`config.mk`:
```
export PLATFORM = sky130hd
export DESIGN_NAME = single_wire_voice_command_sender
export DESIGN_NICKNAME = d
export VERILOG_FILES = /design/src/rtl/swvc_pkg.sv /design/src/rtl/single_wire_voice_command_sender.sv /design/src/rtl/swvc_cfg.sv /design/src/rtl/swvc_core.sv
export SDC_FILE = /design/constraint.sdc
export NUM_CORES = 1
export LEC_CHECK = 0
export ABC_AREA = 1
export BUFFER_PORTS_ARGS = -buffer_cell sky130_fd_sc_hd__buf_4
export CAP_MARGIN = 15
export CELL_PAD_IN_SITES_DETAIL_PLACEMENT = 0
export CELL_PAD_IN_SITES_GLOBAL_PLACEMENT = 2
export CORE_ASPECT_RATIO = 0.7
export CORE_MARGIN = 3
export CORE_UTILIZATION = 35
export DETAILED_ROUTE_END_ITERATION = 16
export HOLD_SLACK_MARGIN = 0.15
export PLACE_DENSITY = 0.87
export SYNTH_ARGS = -nofsm -noshare
export SYNTH_HDL_FRONTEND = slang
export SYNTH_SLANG_ARGS = --single-unit
```
`constraint.sdc`:
```
create_clock -name clk -period 3.85 [get_ports clk]
set_input_delay 0.385 -clock clk [delete_from_list [all_inputs] [get_ports clk]]
set_output_delay 0.385 -clock clk [all_outputs]
set_load 0.005 [all_outputs]
```
`src/rtl/swvc_pkg.sv`:
```
// ----------------------------------------------------------------------------
// swvc_pkg
// Shared types and constants for the single-wire voice command sender.
// ----------------------------------------------------------------------------
package swvc_pkg;

  localparam int KindW  = 2;
  localparam int CodeW  = 8;
  localparam int PhaseW = 4;
  localparam int TickW  = 8;
  localparam int BitW   = 6;
  localparam int BusyW  = 10;
  localparam int CfgIdxW  = 3;
  localparam int CfgDataW = 10;

  localparam logic [KindW-1:0] KIND_TICK  = 2'd0;
  localparam logic [KindW-1:0] KIND_PLAY  = 2'd1;
  localparam logic [KindW-1:0] KIND_POWER = 2'd2;

  localparam logic [CfgIdxW-1:0] REG_VOICE_ENABLE    = 3'd0;
  localparam logic [CfgIdxW-1:0] REG_BYPASS_CODE     = 3'd1;
  localparam logic [CfgIdxW-1:0] REG_START_TICKS     = 3'd2;
  localparam logic [CfgIdxW-1:0] REG_BIT_TICKS       = 3'd3;
  localparam logic [CfgIdxW-1:0] REG_ONE_HIGH_TICKS  = 3'd4;
  localparam logic [CfgIdxW-1:0] REG_ZERO_HIGH_TICKS = 3'd5;
  localparam logic [CfgIdxW-1:0] REG_BUSY_LIMIT      = 3'd6;

  localparam logic [TickW-1:0] START_TICKS_RST = 8'd49;
  localparam logic [BitW-1:0]  BIT_TICKS_RST   = 6'd15;
  localparam logic [BitW-1:0]  ONE_HIGH_RST    = 6'd12;
  localparam logic [BitW-1:0]  ZERO_HIGH_RST   = 6'd4;
  localparam logic [BusyW-1:0] BUSY_LIMIT_RST  = 10'd199;
  localparam logic [PhaseW-1:0] LAST_BIT_PHASE = 4'd7;

  typedef struct packed {
    logic             voice_enable;
    logic [CodeW-1:0] bypass_code;
    logic [TickW-1:0] start_ticks;
    logic [BitW-1:0]  bit_ticks;
    logic [BitW-1:0]  one_high_ticks;
    logic [BitW-1:0]  zero_high_ticks;
    logic [BusyW-1:0] busy_limit;
  } cfg_t;

  typedef struct packed {
    logic [KindW-1:0] kind;
    logic [CodeW-1:0] code;
    logic             power_value;
    logic             busy_pin;
  } item_t;

  typedef struct packed {
    logic              line_level;
    logic              power_state;
    logic              send_active;
    logic [PhaseW-1:0] bit_phase;
    logic [TickW-1:0]  tick_count;
    logic [CodeW-1:0]  shift_code;
    logic [CodeW-1:0]  saved_code;
    logic              frame_done;
    logic              check_pending;
    logic [BusyW-1:0]  busy_count;
  } state_t;

  typedef struct packed {
    logic data_line;
    logic power_on;
    logic sending;
    logic checking;
    logic resent;
  } result_t;

endpackage

```
`src/rtl/single_wire_voice_command_sender.sv`:
```
// ----------------------------------------------------------------------------
// single_wire_voice_command_sender
// Drives a single-wire voice chip: play, power and tick requests in, one
// line/status result out per request.
// ----------------------------------------------------------------------------
// Channel   Direction  Handshake            Payload
// in        request    in_valid/in_stall    kind, code, power_value, busy_pin
// out       result     out_valid/out_stall  data_line, power_on, sending,
//                                           checking, resent
// cfg       write      cfg_wr_en            cfg_index, cfg_wdata
//
// Each request is registered, updates the frame state and its result is
// registered, and one request is taken every cycle while the result is not
// stalled. Reset is synchronous and active low. A stalled result holds
// the pipeline; the input register still accepts while it is empty.
// ----------------------------------------------------------------------------
module single_wire_voice_command_sender (
  input  logic                           clk,
  input  logic                           rst_n,
  input  logic                           in_valid,
  output logic                           in_stall,
  input  logic [swvc_pkg::KindW-1:0]     in_kind,
  input  logic [swvc_pkg::CodeW-1:0]     in_code,
  input  logic                           in_power_value,
  input  logic                           in_busy_pin,
  output logic                           out_valid,
  input  logic                           out_stall,
  output logic                           out_data_line,
  output logic                           out_power_on,
  output logic                           out_sending,
  output logic                           out_checking,
  output logic                           out_resent,
  input  logic                           cfg_wr_en,
  input  logic [swvc_pkg::CfgIdxW-1:0]   cfg_index,
  input  logic [swvc_pkg::CfgDataW-1:0]  cfg_wdata
);
  import swvc_pkg::*;

  cfg_t    cfg;
  item_t   item_r;
  logic    item_valid_r;
  result_t res;
  result_t res_r;
  logic    res_valid_r;
  logic    advance;

  assign advance  = item_valid_r && (!res_valid_r || !out_stall);
  assign in_stall = item_valid_r && !advance;

  swvc_cfg u_cfg (
    .clk       (clk),
    .rst_n     (rst_n),
    .cfg_wr_en (cfg_wr_en),
    .cfg_index (cfg_index),
    .cfg_wdata (cfg_wdata),
    .cfg       (cfg)
  );

  swvc_core u_core (
    .clk    (clk),
    .rst_n  (rst_n),
    .step   (advance),
    .item   (item_r),
    .cfg    (cfg),
    .result (res)
  );

  always_ff @(posedge clk) begin
    if (!rst_n) begin
      item_valid_r <= 1'b0;
    end else if (!in_stall) begin
      item_valid_r <= in_valid;
    end
  end

  always_ff @(posedge clk) begin
    if (in_valid && !in_stall) begin
      item_r.kind        <= in_kind;
      item_r.code        <= in_code;
      item_r.power_value <= in_power_value;
      item_r.busy_pin    <= in_busy_pin;
    end
  end

  always_ff @(posedge clk) begin
    if (!rst_n) begin
      res_valid_r <= 1'b0;
    end else if (advance) begin
      res_valid_r <= 1'b1;
    end else if (!out_stall) begin
      res_valid_r <= 1'b0;
    end
  end

  always_ff @(posedge clk) begin
    if (advance) begin
      res_r <= res;
    end
  end

  assign out_valid     = res_valid_r;
  assign out_data_line = res_r.data_line;
  assign out_power_on  = res_r.power_on;
  assign out_sending   = res_r.sending;
  assign out_checking  = res_r.checking;
  assign out_resent    = res_r.resent;

endmodule

```
`src/rtl/swvc_cfg.sv`:
```
// ----------------------------------------------------------------------------
// swvc_cfg
// Configuration register file, written through a plain write port.
// ----------------------------------------------------------------------------
module swvc_cfg (
  input  logic                             clk,
  input  logic                             rst_n,
  input  logic                             cfg_wr_en,
  input  logic [swvc_pkg::CfgIdxW-1:0]     cfg_index,
  input  logic [swvc_pkg::CfgDataW-1:0]    cfg_wdata,
  output swvc_pkg::cfg_t                   cfg
);
  import swvc_pkg::*;

  cfg_t cfg_r;

  always_ff @(posedge clk) begin
    if (!rst_n) begin
      cfg_r.voice_enable    <= 1'b1;
      cfg_r.bypass_code     <= '0;
      cfg_r.start_ticks     <= START_TICKS_RST;
      cfg_r.bit_ticks       <= BIT_TICKS_RST;
      cfg_r.one_high_ticks  <= ONE_HIGH_RST;
      cfg_r.zero_high_ticks <= ZERO_HIGH_RST;
      cfg_r.busy_limit      <= BUSY_LIMIT_RST;
    end else if (cfg_wr_en) begin
      case (cfg_index)
        REG_VOICE_ENABLE:    cfg_r.voice_enable    <= cfg_wdata[0];
        REG_BYPASS_CODE:     cfg_r.bypass_code     <= cfg_wdata[CodeW-1:0];
        REG_START_TICKS:     cfg_r.start_ticks     <= cfg_wdata[TickW-1:0];
        REG_BIT_TICKS:       cfg_r.bit_ticks       <= cfg_wdata[BitW-1:0];
        REG_ONE_HIGH_TICKS:  cfg_r.one_high_ticks  <= cfg_wdata[BitW-1:0];
        REG_ZERO_HIGH_TICKS: cfg_r.zero_high_ticks <= cfg_wdata[BitW-1:0];
        REG_BUSY_LIMIT:      cfg_r.busy_limit      <= cfg_wdata[BusyW-1:0];
        default: ;
      endcase
    end
  end

  assign cfg = cfg_r;

endmodule

```
`src/rtl/swvc_core.sv`:
```
// ----------------------------------------------------------------------------
// swvc_core
// Frame state and the single-pass update applied for each request.
// ----------------------------------------------------------------------------
module swvc_core (
  input  logic              clk,
  input  logic              rst_n,
  input  logic              step,
  input  swvc_pkg::item_t   item,
  input  swvc_pkg::cfg_t    cfg,
  output swvc_pkg::result_t result
);
  import swvc_pkg::*;

  state_t st_r;
  state_t st_nxt;
  logic   resent;
  logic   play;
  logic [CodeW-1:0] play_code;
  logic [BitW-1:0]  drop;
  logic [BusyW-1:0] busy_inc;

  always_comb begin
    st_nxt    = st_r;
    resent    = 1'b0;
    play      = 1'b0;
    play_code = item.code;
    drop      = st_r.shift_code[0] ? cfg.one_high_ticks : cfg.zero_high_ticks;
    busy_inc  = st_r.busy_count + 10'd1;

    case (item.kind)
      KIND_TICK: begin
        if (st_r.send_active) begin
          if (st_r.bit_phase == '0) begin
            if (st_r.tick_count > cfg.start_ticks) begin
              st_nxt.tick_count = '0;
              st_nxt.bit_phase  = 4'd1;
              st_nxt.line_level = 1'b1;
            end
          end else begin
            if (st_r.tick_count == {2'b00, drop}) begin
              st_nxt.line_level = 1'b0;
            end
            if (st_r.tick_count > {2'b00, cfg.bit_ticks}) begin
              st_nxt.tick_count = '0;
              st_nxt.shift_code = {1'b0, st_r.shift_code[CodeW-1:1]};
              st_nxt.line_level = 1'b1;
              if (st_r.bit_phase > LAST_BIT_PHASE) begin
                st_nxt.send_active = 1'b0;
                st_nxt.frame_done  = 1'b1;
                st_nxt.bit_phase   = 4'd1;
              end else begin
                st_nxt.bit_phase = st_r.bit_phase + 4'd1;
              end
            end
          end
          st_nxt.tick_count = st_nxt.tick_count + 8'd1;
        end else if (st_r.frame_done && st_r.check_pending) begin
          if (!item.busy_pin) begin
            st_nxt.frame_done    = 1'b0;
            st_nxt.busy_count    = '0;
            st_nxt.check_pending = 1'b0;
          end else if (busy_inc > cfg.busy_limit) begin
            st_nxt.busy_count = '0;
            st_nxt.frame_done = 1'b0;
            play              = 1'b1;
            play_code         = st_r.saved_code;
            resent            = 1'b1;
          end else begin
            st_nxt.busy_count = busy_inc;
          end
        end
      end
      KIND_PLAY: begin
        play = 1'b1;
      end
      KIND_POWER: begin
        st_nxt.power_state = item.power_value;
      end
      default: ;
    endcase

    if (play) begin
      st_nxt.power_state = 1'b1;
      if (cfg.voice_enable || play_code == cfg.bypass_code) begin
        st_nxt.shift_code    = play_code;
        st_nxt.saved_code    = play_code;
        st_nxt.tick_count    = '0;
        st_nxt.bit_phase     = '0;
        st_nxt.send_active   = 1'b1;
        st_nxt.check_pending = 1'b1;
        st_nxt.line_level    = 1'b0;
      end
    end

    // The timeout replay never gets a busy check of its own.
    if (resent) begin
      st_nxt.check_pending = 1'b0;
    end
  end

  // The line idles high; every other state field resets to zero.
  always_ff @(posedge clk) begin
    if (!rst_n) begin
      st_r <= {1'b1, {($bits(state_t) - 1){1'b0}}};
    end else if (step) begin
      st_r <= st_nxt;
    end
  end

  assign result.data_line = st_nxt.line_level;
  assign result.power_on  = st_nxt.power_state;
  assign result.sending   = st_nxt.send_active;
  assign result.checking  = st_nxt.check_pending;
  assign result.resent    = resent;

endmodule
```
==> qor.txt <==
status: finished clean
Max FO, Critical Path: 23
ant diodes: 0
drt wl/cell: 14.8 um
Sw Ratio: 24.5%
Max Fclk: 291 MHz
first-pass GRT wire length: 24,100 um
vias in the first global route: 4,696
Final Hold Viols: 0
PwrDens: 361 nW/um2
RSZ-0062 raised after global routing: false
drt total wl: 14,800 um
Total Power: 2.34 mW
Cells after Synth: 762
CTS Hold Bufs: 0
Yosys warnings: 0
crit path DAT: 3.54 ns
GRT Residual Overflow: 0
most common cell in the netlist: nand2_1
DR vias: 5,003
die extent in y: 112 um
startpoint types: flop
Hold Path Class: in2reg
Clk pin slew, worst setup/hold paths: 0.08 ns
die footprint: 17,700 um2
TritonCTS clock tree: built
Pleak: 2.87 nW
delay-heaviest family, CP: simple AND/OR/NAND/NOR gates
Cell Rows: 38
Final ANT Viol Nets: 0
max reg flops: 45
Die Span X: 158 um
register bit total from synthesis: 107
drt first-iter violations: 310
critical path class: reg2reg
Placeable Area: 15,600 um2
Setup-failing EPs final: 0
ratio of cells with drive above 1 in the final layout: 11.3%
antenna violations before repair: 0
H-tree level count: 3
gr usage total: 17.1%
largest net degree at the start of global routing: 63
VDD IR max: 0.000177 V
synth-to-layout area growth: 14.8%
synth unique cells: 42
DRT Pass-1 Iters: 5
Slew @ Worst Pin: 0.869 ns
Fin Clk Skew: 0.0106 ns
total standard cell area after synthesis: 5650 um2
setup TNS: 0 ns
register area share after synthesis: 40.9%
Post-Synthesis Net Count: 820
prevailing post-synth register cell: dfxtp_1
Final Wtd Congestion: 0.802
DR vias/cell: 5.01
Clock Latency Late Sink: 0.35 ns
Crit path buffers/inverters: 3
leading area contributor after synthesis: dfxtp_1
Nets: 852
Post-synth EDFFs: 17
Clock Sink Count: 107
Slew Viols, Final: 0
final cycle utilization of the critical path: 89.3%
min Tclk post-route: 3.44 ns
Area contributors post-synth: dfxtp_1 32%, nand2_1 11%, edfxtp_1 9.0%, inv_1 6.2%, ha_1 6.2%
Crit. End Element: flop
CP max stage delay: 0.37 ns
Starting Density: 36.1%
CTS Root Cell: clkbuf_16
drc violations: 0
grt met2 use: 25.8%
asr flop ratio synth: 0%
top-area cell type share of the netlist area: 31.9%
met3 Usage GRT: 2.93%
worst-case clock buffer depth: 2
syn_area_per_cell: 7.42 um2
combinational power share: 8.3%
Rel. slew slack: 41.6%
GR peak layer: met2
top post-synthesis cells by count: 172 x nand2_1, 94 x inv_1, 90 x dfxtp_1, 63 x a21oi_1, 63 x nor2_1
CP required: 3.95 ns
Clk pwr share: 40.9%
Psw: 0.575 mW
Pint: 1.77 mW
Seq pwr share: 50.7%
grt met1 use: 25.8%
I/O Buffers: 36
Crit-path slowest cell: dfxtp_2
hpwl dp: 10,600 um
cell mode on critical path: nand2_1
clock buffer count from CTS: 9
Max-cap violations: 0
R2R Setup Slk: 0.41 ns
# IOs: 37
## routing by layer
layer  routed length, um  vias up  share of wire [%]
met5                   0        -                  0
met4                  89        0               0.60
li1                    -     2580                  -
met1                7790     2302                 53
met3                 618        8                4.2
met2                6280      113                 42
## power groups by stage
stage,clock network (mW),registers (mW),logic (mW)
after floorplan,0,1.21,0.119
after global placement,0,1.22,0.187
after detailed placement,0,1.22,0.191
after CTS,0.979,1.19,0.191
after global routing,1.03,1.19,0.220
final,0.960,1.19,0.195
## worst register-to-register path: cells and delay by family (launching register included)
| kind | cells | cell delay (ns) |
|---|---|---|
| AO/OA/AOI/OAI | 2 | 0.30 |
| flip-flops | 1 | 0.37 |
| XOR/XNOR | 1 | 0.12 |
| AND/OR/NAND/NOR | 17 | 1.75 |
| buffers and inverters | 3 | 0.19 |
| adder cells (fa/ha/maj) | 2 | 0.46 |
## metrics by stage
stage / area [um2] / util (%) / hold WS, ns / worst slack [ns] / instances
3_3_place_gp: 6110 / 39.1 / 0.445 / 0.276 / 981
5_1_grt: 6490 / 41.5 / 0.191 / 0.0141 / 999
6_report: 6490 / 41.5 / 0.207 / 0.413 / 999
4_1_cts: 6420 / 41.0 / 0.195 / 0.137 / 997
2_1_floorplan: 5650 / - / 0.429 / 0.712 / 762
3_5_place_dp: 6110 / 39.1 / 0.456 / 0.166 / 981
## cell type report
class                      instances  area (um2)
clock buffer                      11         243
clock inverter                     5        61.3
fill                            1587        9150
inverter                          98         368
multi-input combinational        531        2880
sequential                       107        2310
tap                              200         250
timing repair buffer              47         377
## placed cells by master, fill, tap and decap left out, drive strengths merged, types with 2 or more instances in the layout
cell type	count
dfxtp	90
nand3b	8
a311o	2
o21bai	2
xor2	10
edfxtp	17
clkinvlp	3
clkbuf	11
o22ai	3
nor3	4
nand2	179
ha	28
inv	96
buf	47
o21ai	54
nand3	55
nor3b	2
clkinv	3
mux2	7
o211ai	11
a21oi	64
or2	5
nand4	23
xnor2	2
mux2i	2
nor2	64
## cell families (layout without fill, tap and decap cells)
| kind of cell | Yosys count | after routing | share of synthesized area (%) |
|---|---|---|---|
| compound gates | 140 | 140 | 13.5 |
| xor+xnor | 12 | 12 | 1.86 |
| fa+ha+maj | 28 | 28 | 6.20 |
| buf+inv | 124 | 161 | 8.74 |
| flops | 107 | 107 | 40.9 |
| mux | 9 | 9 | 1.75 |
| simple gates | 342 | 342 | 27.0 |
## timing repair
item	CTS	global route
endpoints found under the setup margin	0	34
setup buffers	0	1
resized for setup	0	7
hold endpoints to repair	0	0
## worst paths after layout
check,from,to,cells past startpoint
setup reg to reg,u_core.st_r[0],out_data_line,25
setup / recovery,u_core.st_r[0],out_data_line,25
hold / removal,in_code[2],item_r[4],1
hold reg to reg,u_core.st_r[39],u_core.st_r[39],2
No activity file was read; power rests on OpenSTA's default activity.
